File: src/hdl/sdcd_pkg.sv
package sdcd_pkg;

    localparam int MOTOR_COUNT = 4;
    localparam logic [7:0] CH_LF = 8'd10;
    localparam logic [7:0] CH_CR = 8'd13;
    localparam logic [22:0] MAG_MAX = 23'd8388607;

    typedef enum logic [1:0] {
        KIND_BYTE, KIND_STATUS, KIND_LINK, KIND_SPARE
    } t_kind;

    typedef enum logic [2:0] {
        ACT_REPORT  = 3'd0,
        ACT_SETVEL  = 3'd1,
        ACT_ENABLE  = 3'd2,
        ACT_DISABLE = 3'd3,
        ACT_RESET   = 3'd4
    } t_action;

    typedef enum logic [3:0] {
        ST_OK         = 4'd0,
        ST_BAD_LETTER = 4'd1,
        ST_BAD_PARAMS = 4'd2,
        ST_BAD_MOTOR  = 4'd3,
        ST_UNKNOWN    = 4'd4,
        ST_OVERRUN    = 4'd5,
        ST_LIMIT      = 4'd6,
        ST_ALERT      = 4'd7,
        ST_UNEXP_DIS  = 4'd8
    } t_status;

    typedef enum logic [1:0] {
        REG_MAX_SPEED, REG_DIR_INV, REG_HALF_TRACK, REG_RPM_GAIN
    } t_reg;

    typedef enum logic [1:0] {CLS_NONE, CLS_ONE, CLS_VEL} t_cls;

    typedef enum logic [2:0] {K_HOLD, K_TERM, K_SUM, K_MUL, K_MAG, K_ZERO} t_kstep;

    typedef enum logic [1:0] {OSEL_CODE, OSEL_LINE, OSEL_WHEEL} t_osel;

    typedef struct packed {
        logic [14:0] max_speed;
        logic [3:0]  dir_inv;
        logic [17:0] half_track;
        logic [23:0] rpm_gain;
    } t_cfg;

    typedef struct packed {
        logic     take;
        logic     clear;
        t_kstep   kstep;
        logic     plus;
        logic     div_start;
        logic     load;
        t_osel    osel;
        logic [1:0] motor;
        t_action  act;
        t_status  st;
        logic     last;
    } t_cmd;

    typedef struct packed {
        t_cls       cls;
        logic       div_done;
        logic [3:0] en;
    } t_sts;

    typedef struct packed {
        logic [1:0]  motor_index;
        t_action     action;
        logic        direction_level;
        logic [7:0]  duty;
        logic [15:0] velocity;
        t_status     status;
        logic        last;
    } t_res;

endpackage

File: src/hdl/sdcd_if.sv
interface sdcd_in_if;
    logic       valid;
    logic       ready;
    logic [1:0] kind;
    logic [7:0] rx_byte;
    logic [3:0] alert_flags;
    logic [3:0] enabled_flags;

    modport source (output valid, kind, rx_byte, alert_flags, enabled_flags,
                    input ready);
    modport sink (input valid, kind, rx_byte, alert_flags, enabled_flags,
                  output ready);
endinterface

interface sdcd_out_if;
    logic              valid;
    logic              ready;
    logic [1:0]        motor_index;
    logic [2:0]        action;
    logic              direction_level;
    logic [7:0]        duty;
    logic signed [15:0] velocity;
    logic [3:0]        status;
    logic              last;

    modport source (output valid, motor_index, action, direction_level, duty,
                    velocity, status, last, input ready);
    modport sink (input valid, motor_index, action, direction_level, duty,
                  velocity, status, last, output ready);
endinterface

File: src/hdl/sdcd_cfg.sv
module sdcd_cfg
    import sdcd_pkg::*;
(
    input  logic        i_clk,
    input  logic        i_rst_n,
    input  logic        psel,
    input  logic        penable,
    input  logic        pwrite,
    input  logic [3:0]  paddr,
    input  logic [31:0] pwdata,
    output logic [31:0] prdata,
    output logic        pready,
    output t_cfg        o_cfg
);

    t_cfg r_cfg;
    t_reg reg_sel;

    assign reg_sel = t_reg'(paddr[3:2]);
    assign pready  = 1'b1;
    assign o_cfg   = r_cfg;

    always_ff @(posedge i_clk) begin
        if (!i_rst_n) begin
            r_cfg.max_speed  <= 15'd1000;
            r_cfg.dir_inv    <= 4'd3;
            r_cfg.half_track <= 18'd19661;
            r_cfg.rpm_gain   <= 24'd4172;
        end else if (psel && penable && pwrite) begin
            unique case (reg_sel)
                REG_MAX_SPEED:  r_cfg.max_speed  <= pwdata[14:0];
                REG_DIR_INV:    r_cfg.dir_inv    <= pwdata[3:0];
                REG_HALF_TRACK: r_cfg.half_track <= pwdata[17:0];
                REG_RPM_GAIN:   r_cfg.rpm_gain   <= pwdata[23:0];
                default: ;
            endcase
        end
    end

    always_comb begin
        unique case (reg_sel)
            REG_MAX_SPEED:  prdata = {17'd0, r_cfg.max_speed};
            REG_DIR_INV:    prdata = {28'd0, r_cfg.dir_inv};
            REG_HALF_TRACK: prdata = {14'd0, r_cfg.half_track};
            REG_RPM_GAIN:   prdata = {8'd0, r_cfg.rpm_gain};
            default:        prdata = 32'd0;
        endcase
    end

endmodule

File: src/hdl/sdcd_dp.sv
module sdcd_dp
    import sdcd_pkg::*;
#(
    parameter int LINE_LIMIT = 64
) (
    input  logic       i_clk,
    input  logic       i_rst_n,
    input  t_cfg       i_cfg,
    input  t_cmd       i_cmd,
    input  t_kind      i_kind,
    input  logic [7:0] i_rx_byte,
    input  logic [3:0] i_alert_flags,
    input  logic [3:0] i_enabled_flags,
    output t_sts       o_sts,
    output t_res       o_res
);

    localparam int LW = $clog2(LINE_LIMIT + 1);

    typedef enum logic [3:0] {
        PH_IDLE, PH_V_WS1, PH_V_SIGN1, PH_V_DIG1, PH_V_WS2, PH_V_SIGN2,
        PH_V_DIG2, PH_DONE, PH_FAIL, PH_M_FIRST, PH_M_DIG
    } t_phase;

    function automatic logic [22:0] f_acc(input logic [22:0] v, input logic [3:0] d);
        logic [26:0] n;
        n = {4'd0, v} * 27'd10 + {23'd0, d};
        return (v > 23'd838860 || n > {4'd0, MAG_MAX}) ? MAG_MAX : n[22:0];
    endfunction

    // line parser
    logic [LW-1:0] r_len, n_len;
    logic          r_ovr, n_ovr;
    logic [7:0]    r_letter, n_letter;
    t_phase        r_phase, n_phase;
    logic [2:0]    r_mn, n_mn;
    logic [22:0]   r_lin, n_lin, r_ang, n_ang;
    logic          r_neg1, n_neg1, r_neg2, n_neg2;
    logic [3:0]    r_alert, r_en;
    t_cls          r_cls, n_cls;
    logic [1:0]    r_cls_motor, n_cls_motor;
    t_action       r_cls_act, n_cls_act;
    t_status       r_cls_st, n_cls_st;

    logic [7:0] c, fold;
    logic       c_dig, c_blank, c_sign, rp_done;
    logic [3:0] dig;
    logic [5:0] mn_n;

    assign c       = i_rx_byte;
    assign fold    = (c >= 8'd65 && c <= 8'd90) ? c + 8'd32 : c;
    assign c_dig   = c >= 8'd48 && c <= 8'd57;
    assign c_blank = c == 8'd32 || (c >= 8'd9 && c <= 8'd13);
    assign c_sign  = c == 8'd43 || c == 8'd45;
    assign dig     = c[3:0];
    assign mn_n    = {3'd0, r_mn} * 6'd10 + {2'd0, dig};
    assign rp_done = r_phase == PH_V_DIG2 || r_phase == PH_M_DIG || r_phase == PH_DONE;

    always_comb begin
        n_len = r_len; n_ovr = r_ovr; n_letter = r_letter; n_phase = r_phase;
        n_mn = r_mn; n_lin = r_lin; n_ang = r_ang; n_neg1 = r_neg1; n_neg2 = r_neg2;
        n_cls = r_cls; n_cls_motor = r_cls_motor; n_cls_act = r_cls_act;
        n_cls_st = r_cls_st;
        if (i_cmd.clear) begin
            n_len = '0; n_ovr = 1'b0; n_letter = 8'd0; n_phase = PH_IDLE;
            n_mn = 3'd0; n_lin = 23'd0; n_ang = 23'd0; n_neg1 = 1'b0; n_neg2 = 1'b0;
        end else if (i_cmd.take && i_kind == KIND_BYTE && c != CH_CR) begin
            if (c == CH_LF) begin
                // classify the finished line
                n_cls_motor = 2'd0;
                n_cls_act   = ACT_REPORT;
                n_cls_st    = ST_OK;
                n_cls       = CLS_ONE;
                if (r_ovr) begin
                    n_cls_st = ST_OVERRUN;
                end else if (r_len == '0) begin
                    n_cls = CLS_NONE;
                end else if (r_letter < 8'd97 || r_letter > 8'd122) begin
                    n_cls_st = ST_BAD_LETTER;
                end else if (r_letter == 8'd118) begin
                    if (rp_done) n_cls = CLS_VEL;
                    else n_cls_st = ST_BAD_PARAMS;
                end else if (!rp_done || r_mn > 3'd3) begin
                    n_cls_st = ST_BAD_MOTOR;
                end else if (r_letter == 8'd100) begin
                    n_cls_motor = r_mn[1:0];
                    n_cls_act   = ACT_DISABLE;
                end else if (r_letter == 8'd101) begin
                    n_cls_motor = r_mn[1:0];
                    n_cls_act   = ACT_ENABLE;
                end else begin
                    n_cls_st = ST_UNKNOWN;
                end
            end else if (r_len < LW'(LINE_LIMIT)) begin
                n_len = r_len + LW'(1);
                if (r_len == '0) begin
                    n_letter = fold;
                    n_phase  = (c == 8'd0) ? PH_FAIL
                             : (fold == 8'd118 ? PH_V_WS1 : PH_M_FIRST);
                end else if (r_phase != PH_DONE && r_phase != PH_FAIL
                             && r_phase != PH_IDLE) begin
                    if (c == 8'd0) begin
                        n_phase = rp_done ? PH_DONE : PH_FAIL;
                    end else begin
                        case (r_phase)
                            PH_V_WS1, PH_V_WS2: begin
                                if (c_blank) begin
                                    n_phase = r_phase;
                                end else if (c_sign) begin
                                    if (c == 8'd45) begin
                                        if (r_phase == PH_V_WS2) n_neg2 = 1'b1;
                                        else n_neg1 = 1'b1;
                                    end
                                    n_phase = (r_phase == PH_V_WS2) ? PH_V_SIGN2 : PH_V_SIGN1;
                                end else if (c_dig) begin
                                    if (r_phase == PH_V_WS2) begin
                                        n_ang = f_acc(r_ang, dig); n_phase = PH_V_DIG2;
                                    end else begin
                                        n_lin = f_acc(r_lin, dig); n_phase = PH_V_DIG1;
                                    end
                                end else begin
                                    n_phase = PH_FAIL;
                                end
                            end
                            PH_V_SIGN1: begin
                                if (c_dig) begin
                                    n_lin = f_acc(r_lin, dig); n_phase = PH_V_DIG1;
                                end else n_phase = PH_FAIL;
                            end
                            PH_V_SIGN2: begin
                                if (c_dig) begin
                                    n_ang = f_acc(r_ang, dig); n_phase = PH_V_DIG2;
                                end else n_phase = PH_FAIL;
                            end
                            PH_V_DIG1: begin
                                if (c_dig) n_lin = f_acc(r_lin, dig);
                                else if (c_blank) n_phase = PH_V_WS2;
                                else if (c_sign) begin
                                    if (c == 8'd45) n_neg2 = 1'b1;
                                    n_phase = PH_V_SIGN2;
                                end else n_phase = PH_FAIL;
                            end
                            PH_V_DIG2: begin
                                if (c_dig) n_ang = f_acc(r_ang, dig);
                                else n_phase = PH_DONE;
                            end
                            PH_M_FIRST, PH_M_DIG: begin
                                if (c_dig) begin
                                    n_mn = (r_mn > 3'd3 || mn_n > 6'd3) ? 3'd4 : mn_n[2:0];
                                    n_phase = PH_M_DIG;
                                end else begin
                                    n_phase = (r_phase == PH_M_DIG) ? PH_DONE : PH_FAIL;
                                end
                            end
                            default: n_phase = PH_FAIL;
                        endcase
                    end
                end
            end else begin
                n_ovr = 1'b1;
            end
        end
    end

    always_ff @(posedge i_clk) begin
        if (!i_rst_n) begin
            r_len <= '0; r_ovr <= 1'b0; r_letter <= 8'd0; r_phase <= PH_IDLE;
            r_mn <= 3'd0; r_lin <= 23'd0; r_ang <= 23'd0;
            r_neg1 <= 1'b0; r_neg2 <= 1'b0;
            r_alert <= 4'd0; r_en <= 4'hF;
            r_cls <= CLS_NONE;
        end else begin
            r_len <= n_len; r_ovr <= n_ovr; r_letter <= n_letter; r_phase <= n_phase;
            r_mn <= n_mn; r_lin <= n_lin; r_ang <= n_ang;
            r_neg1 <= n_neg1; r_neg2 <= n_neg2;
            r_cls <= n_cls;
            if (i_cmd.take && i_kind == KIND_STATUS) begin
                r_alert <= i_alert_flags;
                r_en    <= i_enabled_flags;
            end
        end
    end

    always_ff @(posedge i_clk) begin
        r_cls_motor <= n_cls_motor;
        r_cls_act   <= n_cls_act;
        r_cls_st    <= n_cls_st;
    end

    // kinematics, one multiply level per step
    logic signed [23:0] ang_c;
    logic [23:0]        lin_c;
    logic signed [42:0] r_term;
    logic [43:0]        lin_x, term_x, d_sum, d_abs;
    logic [41:0]        r_dm;
    logic               r_dneg, r_neg;
    logic [53:0]        r_p1, r_p2;
    logic [54:0]        t_sum;
    logic [34:0]        mag, r_mag;

    assign ang_c  = r_neg2 ? -$signed({1'b0, r_ang}) : $signed({1'b0, r_ang});
    assign lin_c  = r_neg1 ? 24'd0 - {1'b0, r_lin} : {1'b0, r_lin};
    assign lin_x  = {{4{lin_c[23]}}, lin_c, 16'd0};
    assign term_x = {r_term[42], r_term};
    assign d_sum  = i_cmd.plus ? lin_x + term_x : lin_x - term_x;
    assign d_abs  = d_sum[43] ? 44'd0 - d_sum : d_sum;
    assign t_sum  = {1'b0, r_p1} + {13'd0, r_p2[53:12]} + 55'd524288;
    assign mag    = t_sum[54:20];

    always_ff @(posedge i_clk) begin
        case (i_cmd.kstep)
            K_TERM: r_term <= ang_c * $signed({1'b0, i_cfg.half_track});
            K_SUM: begin
                r_dm   <= d_abs[41:0];
                r_dneg <= d_sum[43];
            end
            K_MUL: begin
                r_p1 <= r_dm * i_cfg.rpm_gain[23:12];
                r_p2 <= r_dm * i_cfg.rpm_gain[11:0];
            end
            K_MAG: begin
                r_mag <= mag;
                r_neg <= r_dneg && mag != 35'd0;
            end
            K_ZERO: begin
                r_mag <= 35'd0;
                r_neg <= 1'b0;
            end
            default: ;
        endcase
    end

    // duty = mag*255/max_speed, restoring division one bit a cycle
    logic [22:0] r_dnum;
    logic [14:0] r_rem;
    logic [15:0] rem2;
    logic [7:0]  r_q;
    logic [4:0]  r_dcnt;
    logic        qbit;

    assign rem2 = {r_rem, r_dnum[22]};
    assign qbit = rem2 >= {1'b0, i_cfg.max_speed};

    always_ff @(posedge i_clk) begin
        if (!i_rst_n) begin
            r_dcnt <= 5'd0;
        end else if (i_cmd.div_start) begin
            r_dcnt <= 5'd23;
        end else if (r_dcnt != 5'd0) begin
            r_dcnt <= r_dcnt - 5'd1;
        end
    end

    always_ff @(posedge i_clk) begin
        if (i_cmd.div_start) begin
            r_dnum <= {r_mag[14:0], 8'd0} - {8'd0, r_mag[14:0]};
            r_rem  <= 15'd0;
            r_q    <= 8'd0;
        end else if (r_dcnt != 5'd0) begin
            r_dnum <= {r_dnum[21:0], 1'b0};
            r_rem  <= qbit ? 15'(rem2 - {1'b0, i_cfg.max_speed}) : rem2[14:0];
            r_q    <= {r_q[6:0], qbit};
        end
    end

    // result register
    logic [15:0] vel;
    logic        over, alert_m;
    t_res        res_n, r_res;

    assign vel = r_neg ? (r_mag > 35'd32768 ? 16'h8000 : 16'd0 - r_mag[15:0])
                       : (r_mag > 35'd32767 ? 16'h7FFF : r_mag[15:0]);
    assign over    = r_mag >= {20'd0, i_cfg.max_speed};
    assign alert_m = r_alert[i_cmd.motor];

    always_comb begin
        res_n = '0;
        res_n.last = i_cmd.last;
        case (i_cmd.osel)
            OSEL_LINE: begin
                res_n.motor_index = r_cls_motor;
                res_n.action      = r_cls_act;
                res_n.status      = r_cls_st;
            end
            OSEL_WHEEL: begin
                res_n.motor_index = i_cmd.motor;
                res_n.velocity    = vel;
                if (over) begin
                    res_n.status = ST_LIMIT;
                end else if (alert_m) begin
                    res_n.status = ST_ALERT;
                end else begin
                    res_n.action          = ACT_SETVEL;
                    res_n.direction_level = r_neg ^ i_cfg.dir_inv[i_cmd.motor];
                    res_n.duty            = r_q;
                end
            end
            default: begin
                res_n.motor_index = i_cmd.motor;
                res_n.action      = i_cmd.act;
                res_n.status      = i_cmd.st;
            end
        endcase
    end

    always_ff @(posedge i_clk) begin
        if (i_cmd.load) r_res <= res_n;
    end

    assign o_res = r_res;
    assign o_sts = '{cls: r_cls, div_done: r_dcnt == 5'd0, en: r_en};

endmodule

File: src/hdl/sdcd_ctrl.sv
module sdcd_ctrl
    import sdcd_pkg::*;
(
    input  logic  i_clk,
    input  logic  i_rst_n,
    input  logic  i_in_valid,
    input  t_kind i_kind,
    input  logic [7:0] i_rx_byte,
    output logic  o_in_ready,
    input  logic  i_out_ready,
    output logic  o_out_valid,
    input  t_sts  i_sts,
    output t_cmd  o_cmd
);

    typedef enum logic [3:0] {
        S_IDLE, S_CLS, S_LINE, S_KTERM, S_KSUM, S_KMUL, S_KMAG, S_DIVGO,
        S_DIVW, S_WHEEL, S_LZERO, S_LDIS, S_EVENT, S_CLR
    } t_state;

    t_state     r_state, n_state;
    logic [1:0] r_m, n_m;
    logic       r_plus, n_plus;
    logic       r_link, n_link;
    logic       r_ovalid, n_ovalid;
    logic       in_fire, out_free;
    logic [3:0] above;

    assign in_fire  = i_in_valid && r_state == S_IDLE;
    assign out_free = !r_ovalid || i_out_ready;
    assign above    = 4'(4'b1110 << r_m);

    assign o_in_ready  = r_state == S_IDLE;
    assign o_out_valid = r_ovalid;

    always_comb begin
        n_state = r_state; n_m = r_m; n_plus = r_plus; n_link = r_link;
        o_cmd = '0;
        o_cmd.take  = in_fire;
        o_cmd.plus  = r_plus;
        o_cmd.motor = r_m;
        unique case (r_state)
            S_IDLE: begin
                if (in_fire) begin
                    unique case (i_kind)
                        KIND_BYTE:   if (i_rx_byte == CH_LF) n_state = S_CLS;
                        KIND_STATUS: begin n_m = 2'd0; n_state = S_EVENT; end
                        KIND_LINK:   n_state = S_LZERO;
                        default: ;
                    endcase
                end
            end
            S_CLS: begin
                unique case (i_sts.cls)
                    CLS_ONE: n_state = S_LINE;
                    CLS_VEL: begin
                        n_plus = 1'b1; n_link = 1'b0; n_m = 2'd0; n_state = S_KTERM;
                    end
                    default: n_state = S_CLR;
                endcase
            end
            S_LINE: begin
                if (out_free) begin
                    o_cmd.load = 1'b1; o_cmd.osel = OSEL_LINE; o_cmd.last = 1'b1;
                    n_state = S_CLR;
                end
            end
            S_KTERM: begin o_cmd.kstep = K_TERM; n_state = S_KSUM; end
            S_KSUM:  begin o_cmd.kstep = K_SUM;  n_state = S_KMUL; end
            S_KMUL:  begin o_cmd.kstep = K_MUL;  n_state = S_KMAG; end
            S_KMAG:  begin o_cmd.kstep = K_MAG;  n_state = S_DIVGO; end
            S_LZERO: begin
                o_cmd.kstep = K_ZERO; n_link = 1'b1; n_m = 2'd0; n_state = S_DIVGO;
            end
            S_DIVGO: begin o_cmd.div_start = 1'b1; n_state = S_DIVW; end
            S_DIVW:  if (i_sts.div_done) n_state = S_WHEEL;
            S_WHEEL: begin
                if (out_free) begin
                    o_cmd.load = 1'b1; o_cmd.osel = OSEL_WHEEL;
                    o_cmd.last = !r_link && r_m == 2'd3;
                    n_m = r_m + 2'd1;
                    if (r_m == 2'd3) begin
                        n_state = r_link ? S_LDIS : S_CLR;
                    end else if (!r_link && r_m == 2'd1) begin
                        n_plus = 1'b0; n_state = S_KTERM;
                    end
                end
            end
            S_LDIS: begin
                if (out_free) begin
                    o_cmd.load = 1'b1; o_cmd.osel = OSEL_CODE;
                    o_cmd.act = ACT_DISABLE; o_cmd.st = ST_OK;
                    o_cmd.last = r_m == 2'd3;
                    n_m = r_m + 2'd1;
                    if (r_m == 2'd3) n_state = S_IDLE;
                end
            end
            S_EVENT: begin
                if (i_sts.en[r_m] || out_free) begin
                    if (!i_sts.en[r_m]) begin
                        o_cmd.load = 1'b1; o_cmd.osel = OSEL_CODE;
                        o_cmd.act = ACT_RESET; o_cmd.st = ST_UNEXP_DIS;
                        o_cmd.last = (~i_sts.en & above) == 4'd0;
                    end
                    n_m = r_m + 2'd1;
                    if (r_m == 2'd3) n_state = S_IDLE;
                end
            end
            S_CLR: begin o_cmd.clear = 1'b1; n_state = S_IDLE; end
            default: n_state = S_IDLE;
        endcase
        n_ovalid = o_cmd.load ? 1'b1 : (i_out_ready ? 1'b0 : r_ovalid);
    end

    always_ff @(posedge i_clk) begin
        if (!i_rst_n) begin
            r_state <= S_IDLE; r_m <= 2'd0; r_plus <= 1'b1; r_link <= 1'b0;
            r_ovalid <= 1'b0;
        end else begin
            r_state <= n_state; r_m <= n_m; r_plus <= n_plus; r_link <= n_link;
            r_ovalid <= n_ovalid;
        end
    end

`ifndef ASSERT_OFF
    a_load_free: assert property (@(posedge i_clk) disable iff (!i_rst_n)
        o_cmd.load |-> out_free) else $error("result loaded over a waiting one");
    a_link_seq: assert property (@(posedge i_clk) disable iff (!i_rst_n)
        (in_fire && i_kind == KIND_LINK) |=> r_state == S_LZERO)
        else $error("link loss not started");
    a_div_run: assert property (@(posedge i_clk) disable iff (!i_rst_n)
        (r_state == S_DIVGO) |=> !i_sts.div_done) else $error("divider did not start");
`endif

endmodule

File: src/hdl/serial_drive_command_decoder.sv
// Serial command decoder for a four-motor differential drive.
// Input channel (i_in): one item per serial character, motor status update or
// link-loss event. Output channel (o_out): motor commands and status reports,
// 'last' marks the final result of an item. APB port sets the speed limit,
// direction inversion, half track and rpm gain.
// Flow: a character that does not end a line is taken in the idle state and the
// next item may follow immediately. An LF is first classified; an empty line
// then clears the line state, and a 'd'/'e'/error line loads its result once
// the result register is free. A 'v' line runs the kinematics twice (four steps
// each, one multiply level per step) and a 23-step bit-serial duty divider per
// side, then loads one result per wheel. A status update checks each motor in
// turn; link loss zeroes the speeds, runs the divider once, loads eight results.
// Reset: line state cleared, alert mask clear, registers to their defaults.
// Output stall: one result register holds the waiting item; the sequencer
// waits on it before loading the next result, and a new item is taken once
// the last result of the current one has been loaded, even while it waits.
module serial_drive_command_decoder
    import sdcd_pkg::*;
#(
    parameter int LINE_LIMIT = 64
) (
    input  logic        i_clk,
    input  logic        i_rst_n,
    sdcd_in_if.sink     i_in,
    sdcd_out_if.source  o_out,
    input  logic        psel,
    input  logic        penable,
    input  logic        pwrite,
    input  logic [3:0]  paddr,
    input  logic [31:0] pwdata,
    output logic [31:0] prdata,
    output logic        pready
);

    t_cfg cfg;
    t_cmd cmd;
    t_sts sts;
    t_res res;

    sdcd_cfg u_cfg (
        .i_clk   (i_clk),
        .i_rst_n (i_rst_n),
        .psel    (psel),
        .penable (penable),
        .pwrite  (pwrite),
        .paddr   (paddr),
        .pwdata  (pwdata),
        .prdata  (prdata),
        .pready  (pready),
        .o_cfg   (cfg)
    );

    // sequencer: handshakes and result order
    sdcd_ctrl u_ctrl (
        .i_clk       (i_clk),
        .i_rst_n     (i_rst_n),
        .i_in_valid  (i_in.valid),
        .i_kind      (t_kind'(i_in.kind)),
        .i_rx_byte   (i_in.rx_byte),
        .o_in_ready  (i_in.ready),
        .i_out_ready (o_out.ready),
        .o_out_valid (o_out.valid),
        .i_sts       (sts),
        .o_cmd       (cmd)
    );

    // parser, kinematics, divider and result register
    sdcd_dp #(.LINE_LIMIT(LINE_LIMIT)) u_dp (
        .i_clk           (i_clk),
        .i_rst_n         (i_rst_n),
        .i_cfg           (cfg),
        .i_cmd           (cmd),
        .i_kind          (t_kind'(i_in.kind)),
        .i_rx_byte       (i_in.rx_byte),
        .i_alert_flags   (i_in.alert_flags),
        .i_enabled_flags (i_in.enabled_flags),
        .o_sts           (sts),
        .o_res           (res)
    );

    assign o_out.motor_index     = res.motor_index;
    assign o_out.action          = res.action;
    assign o_out.direction_level = res.direction_level;
    assign o_out.duty            = res.duty;
    assign o_out.velocity        = $signed(res.velocity);
    assign o_out.status          = res.status;
    assign o_out.last            = res.last;

endmodule

File: src/flat_wrapper.sv
// flat-port wrapper written by rule: the top's interface ports become plain ports
module serial_drive_command_decoder_flat import sdcd_pkg::*;
#(
    parameter int LINE_LIMIT = 64
)
  (i_clk, i_rst_n, psel, penable, pwrite, paddr, pwdata, prdata, pready, i_in_valid, i_in_kind, i_in_rx_byte, i_in_alert_flags, i_in_enabled_flags, i_in_ready, o_out_valid, o_out_motor_index, o_out_action, o_out_direction_level, o_out_duty, o_out_velocity, o_out_status, o_out_last, o_out_ready);
  sdcd_in_if i_in_i ();
  sdcd_out_if o_out_i ();
  input  logic i_clk;
  input  logic i_rst_n;
  input  logic psel;
  input  logic penable;
  input  logic pwrite;
  input  logic [3:0] paddr;
  input  logic [31:0] pwdata;
  output logic [31:0] prdata;
  output logic pready;
  input wire logic [$bits(i_in_i.valid)-1:0] i_in_valid;
  input wire logic [$bits(i_in_i.kind)-1:0] i_in_kind;
  input wire logic [$bits(i_in_i.rx_byte)-1:0] i_in_rx_byte;
  input wire logic [$bits(i_in_i.alert_flags)-1:0] i_in_alert_flags;
  input wire logic [$bits(i_in_i.enabled_flags)-1:0] i_in_enabled_flags;
  output wire logic [$bits(i_in_i.ready)-1:0] i_in_ready;
  output wire logic [$bits(o_out_i.valid)-1:0] o_out_valid;
  output wire logic [$bits(o_out_i.motor_index)-1:0] o_out_motor_index;
  output wire logic [$bits(o_out_i.action)-1:0] o_out_action;
  output wire logic [$bits(o_out_i.direction_level)-1:0] o_out_direction_level;
  output wire logic [$bits(o_out_i.duty)-1:0] o_out_duty;
  output wire logic [$bits(o_out_i.velocity)-1:0] o_out_velocity;
  output wire logic [$bits(o_out_i.status)-1:0] o_out_status;
  output wire logic [$bits(o_out_i.last)-1:0] o_out_last;
  input wire logic [$bits(o_out_i.ready)-1:0] o_out_ready;
  assign i_in_i.valid = i_in_valid;
  assign i_in_i.kind = i_in_kind;
  assign i_in_i.rx_byte = i_in_rx_byte;
  assign i_in_i.alert_flags = i_in_alert_flags;
  assign i_in_i.enabled_flags = i_in_enabled_flags;
  assign i_in_ready = i_in_i.ready;
  assign o_out_valid = o_out_i.valid;
  assign o_out_motor_index = o_out_i.motor_index;
  assign o_out_action = o_out_i.action;
  assign o_out_direction_level = o_out_i.direction_level;
  assign o_out_duty = o_out_i.duty;
  assign o_out_velocity = o_out_i.velocity;
  assign o_out_status = o_out_i.status;
  assign o_out_last = o_out_i.last;
  assign o_out_i.ready = o_out_ready;
  serial_drive_command_decoder #(.LINE_LIMIT(LINE_LIMIT)) u_core (.i_clk(i_clk), .i_rst_n(i_rst_n), .i_in(i_in_i), .o_out(o_out_i), .psel(psel), .penable(penable), .pwrite(pwrite), .paddr(paddr), .pwdata(pwdata), .prdata(prdata), .pready(pready));
endmodule
File: config.mk
export PLATFORM = sky130hd
export DESIGN_NAME = serial_drive_command_decoder_flat
export DESIGN_NICKNAME = d
export VERILOG_FILES = /design/src/hdl/sdcd_pkg.sv /design/src/hdl/sdcd_if.sv /design/src/hdl/sdcd_cfg.sv /design/src/hdl/sdcd_dp.sv /design/src/hdl/sdcd_ctrl.sv /design/src/hdl/serial_drive_command_decoder.sv /design/src/flat_wrapper.sv
export SDC_FILE = /design/constraint.sdc
export NUM_CORES = 2
export LEC_CHECK = 0
export BUFFER_PORTS_ARGS = -buffer_cell sky130_fd_sc_hd__buf_2
export CELL_PAD_IN_SITES_DETAIL_PLACEMENT = 1
export CELL_PAD_IN_SITES_GLOBAL_PLACEMENT = 1
export CORE_UTILIZATION = 28
export DETAILED_ROUTE_END_ITERATION = 7
export PLACE_DENSITY = 0.6
export SLEW_MARGIN = 20
export SYNTH_ARGS = -nofsm -noshare
export SYNTH_HDL_FRONTEND = slang
export SYNTH_SLANG_ARGS = --single-unit
File: constraint.sdc
create_clock -name i_clk -period 15.5 [get_ports i_clk]
set_input_delay 3.1 -clock i_clk [delete_from_list [all_inputs] [get_ports i_clk]]
set_output_delay 3.1 -clock i_clk [all_outputs]
set_load 0.02 [all_outputs]
==> impl_results.md <==
* Critical Path Most Common Cell: fa_1
* Slowest CP cell: fa_1
* Pint at 3.89 mW
* Final min period at 9420 ps
* Worst-path clk slew at approximately 70 ps
* Ports at between 100 and 150
* Tightest Pin Transition at 1150 ps
* Postcts setup bufs at 0
* Combinational fraction of design power at 56.3%
* Area leader, netlist: fa_1
* DRC violations left at 0
* Pwr Density at 88.2 nW/um^2
* Final setup viols at 0
* DR vias at roughly 60000
* Clock power share at 19.1%
* VDD IR-drop max at ~0.14 mV
* Root buffer cell: clkbuf_16
* Clk Latency, worst-skew pair at slightly above 700 ps
* PortBufs at 111
* Pin count of the biggest net entering global routing at 88
* CTS H-tree depth at 2
* Synth Instances at 8523
* Type of origin of the critical path: flop
* First-pass GRT wire length at roughly 370000 um
* CP arrival at 9910 ps
* Vias in the first global route at 65900
* CTS Buffer Depth at 3
* WL per Instance at 19.3 um
* RSZ-0062 raised after global routing: false
* TritonCTS Sinks at 461
* Hold Fails Final Rpt at 0
* Post-CTS Resized at 0
* Commonest non-fill, non-tap cells in the layout: 1408 x inv_1, 1235 x fa_1, 1138 x nand2_1
* GRT overflow at 0
* Layout area overhead at 8.48%
* Leading cell type in the layout, fill and taps excluded: inv_1
* Final ANT Viol Nets at 0
* Multi-input gate area at 57800 sq um
* Final wirelength at 232000 um
* Relative max-transition margin at between 20 and 25%
* Final GP Congestion at 0.833
* Worst Hold Class: flop to flop
* Leak at 38.7 nW
* Peak fanout along the critical path at 18
* Area contributors post-synth: fa_1 32%, edfxtp_1 11%, ha_1 9.5%
* Sw frac at 47.0%
* Yosys reg bits at roughly 460
* R2R cell count at 33
* Inserted Clock Buffers at 55
* Die area at around 280000 sq um
* Max-cap violation count at 0
* Hold_buf cts at 0
* Drt first pass iters at 5
* Ys flop type: edfxtp_1
* Crit share post-route at about 61%
* DR vias/cell at around 5
* Fmax at 106 MHz
* Number of nets in the layout at 10300
* Die span in x at 525 um
* Setup CP Type: flop to flop
* Yosys warning total at 0
* Hold_ws at 468 ps
* Layout cells sized above 1 at under 10%
* Sequential power share at 24.6%
* CTS tree: yes
* Avg Synthesized Cell Area at 8.98 sq um
* CP max stage delay at 530 ps
* Row cnt at about 190
* Iteration-0 DRC Markers at 2763
* HPWL after DPL at 180000 um
* Initial Utilization at between 20% and 30%
* Core area at roughly 270000 sq um
* Post-synth EDFFs at between 200 and 300
* Seq/Total Area, Yosys at 15.7%
* Clk_skew at 57.2 ps
* Final Max Tran Viols at 0
* Final setup TNS at 0 ps
* Fillers at between 30000 and 40000
* Netlist cell types at 105
* Endpoint class of the critical path: flop
* Psw at 3.44 mW
* Share of the synthesized area in the top cell type at approximately a third
* Die H at 525 um
* Number of cells on the worst hold path at 2
* Finished Core Util at 30.6%
* CP Data Required Time at about 16000 ps
* Total GRT Usage at 17.0%
* Syn Std Cell Area at 76600 sq um
* Async S/R FF share, synth at 0%
* Storage cell area at 12100 sq um
* Initial antenna violation count at 12
* Result of the run: finished clean
## cell usage after synthesis (16+ instances only)
cell type and count:
nand2b_1 61, a21o_1 114, o31a_1 16, nand4_1 57, o21bai_1 32, fa_1 1235, inv_1 1408, a22o_1 19
edfxtp_1 282, or2_2 16, xnor2_1 264, xor2_1 132, ha_1 582, nand2_1 1138, and2_1 757, and3_1 42
a21boi_0 58, a21oi_1 359, nor3_1 87, nor4_1 31, dfxtp_1 179, a211oi_1 32, nand3_1 101, o211ai_1 26
a31oi_1 37, or3_1 41, o21a_1 48, clkbuf_1 377, mux2i_1 22, o31ai_1 27, o21ai_0 251, nor2b_1 73
nor2_1 304, mux2_2 18
## through the flow
| stage | power [mW] | setup slack (ps) | instance area (sq um) | cells |
|---|---|---|---|---|
| floorplan | 4.43 | 7270 | 76600 | 8530 |
| global placement | 5.84 | 6130 | 81100 | 11900 |
| detailed placement | 5.95 | 6060 | 81100 | 11900 |
| CTS | 7.39 | 6020 | 83000 | 12000 |
| global route | 7.88 | 5370 | 83100 | 12000 |
| finish | 7.33 | 6080 | 83100 | 12000 |
## flip-flops by register name (all words and copies together), names as in the netlist, 23 cells and up
name,cells
u_core.u_dp.r_dnum,23
u_core.u_dp.r_p1,54
u_core.u_dp.o_res,34
u_core.u_dp.r_mag,35
u_core.u_cfg.o_cfg,61
u_core.u_dp.r_dm,42
u_core.u_dp.r_ang,23
u_core.u_dp.r_term,43
u_core.u_dp.r_p2,42
u_core.u_dp.r_lin,23
## worst paths after layout
kind	start	endpoint	slack [ps]
setup / recovery	u_core.u_dp.r_ang[2]	u_core.u_dp.r_term[42]	6080
hold / removal	u_core.u_dp.r_alert[3]	u_core.u_dp.r_alert[3]	470
hold reg to reg	u_core.u_dp.r_alert[3]	u_core.u_dp.r_alert[3]	470
setup reg to reg	u_core.u_dp.r_ang[2]	u_core.u_dp.r_term[42]	6080
## metal layers
layer  share of wire, %  global-route usage [%]  wire (um)
met1                 46                    22.7     107000
met2                 48                    29.4     112000
met3                3.7                    1.57       8490
met4                2.0                    3.57       4570
met5                  0                       0          0
## critical path: cells and delay by family (launching register included)
| family | cells | cell delay (ps) |
|---|---|---|
| adders and majority gates | 7 | 3360 |
| AOI/OAI and AO/OA | 11 | 2970 |
| and+or+nand+nor | 8 | 1770 |
| buffers and inverters | 6 | 550 |
| DFF | 1 | 410 |
| xor gates and xnor gates | 1 | 160 |
## cells by family (layout without fill, tap and decap cells)
kind of cell | after synthesis | in the layout | synth area share [%]
flops | 461 | 461 | 15.7
buf+inv | 1818 | 1755 | 9.00
simple gates | 2785 | 2785 | 18.0
fa+ha+maj | 1817 | 1817 | 41.8
compound gates | 1196 | 1196 | 10.1
mux | 47 | 47 | 0.758
xor+xnor | 397 | 397 | 4.55
other cells | 2 | 13 | 0.00981
## power groups by stage
stage / logic (mW) / clock network [mW] / registers (mW)
floorplan: 2.64 / 0 / 1.79
global placement: 4.01 / 0 / 1.83
detailed placement: 4.12 / 0 / 1.83
CTS: 4.14 / 1.44 / 1.81
global route: 4.57 / 1.48 / 1.83
finish: 4.12 / 1.40 / 1.80
## final cells by class
class	count	share of cell area, %
Multi-Input combinational cell	6251	69.6
Sequential cell	461	14.5
Inverter	1408	6.36
Tap cell	3570	5.38
Timing Repair Buffer	244	1.88
Clock buffer	74	1.86
Clock inverter	29	0.426
Antenna cell	4	0.0121
No activity file was read; power rests on OpenSTA's default activity.
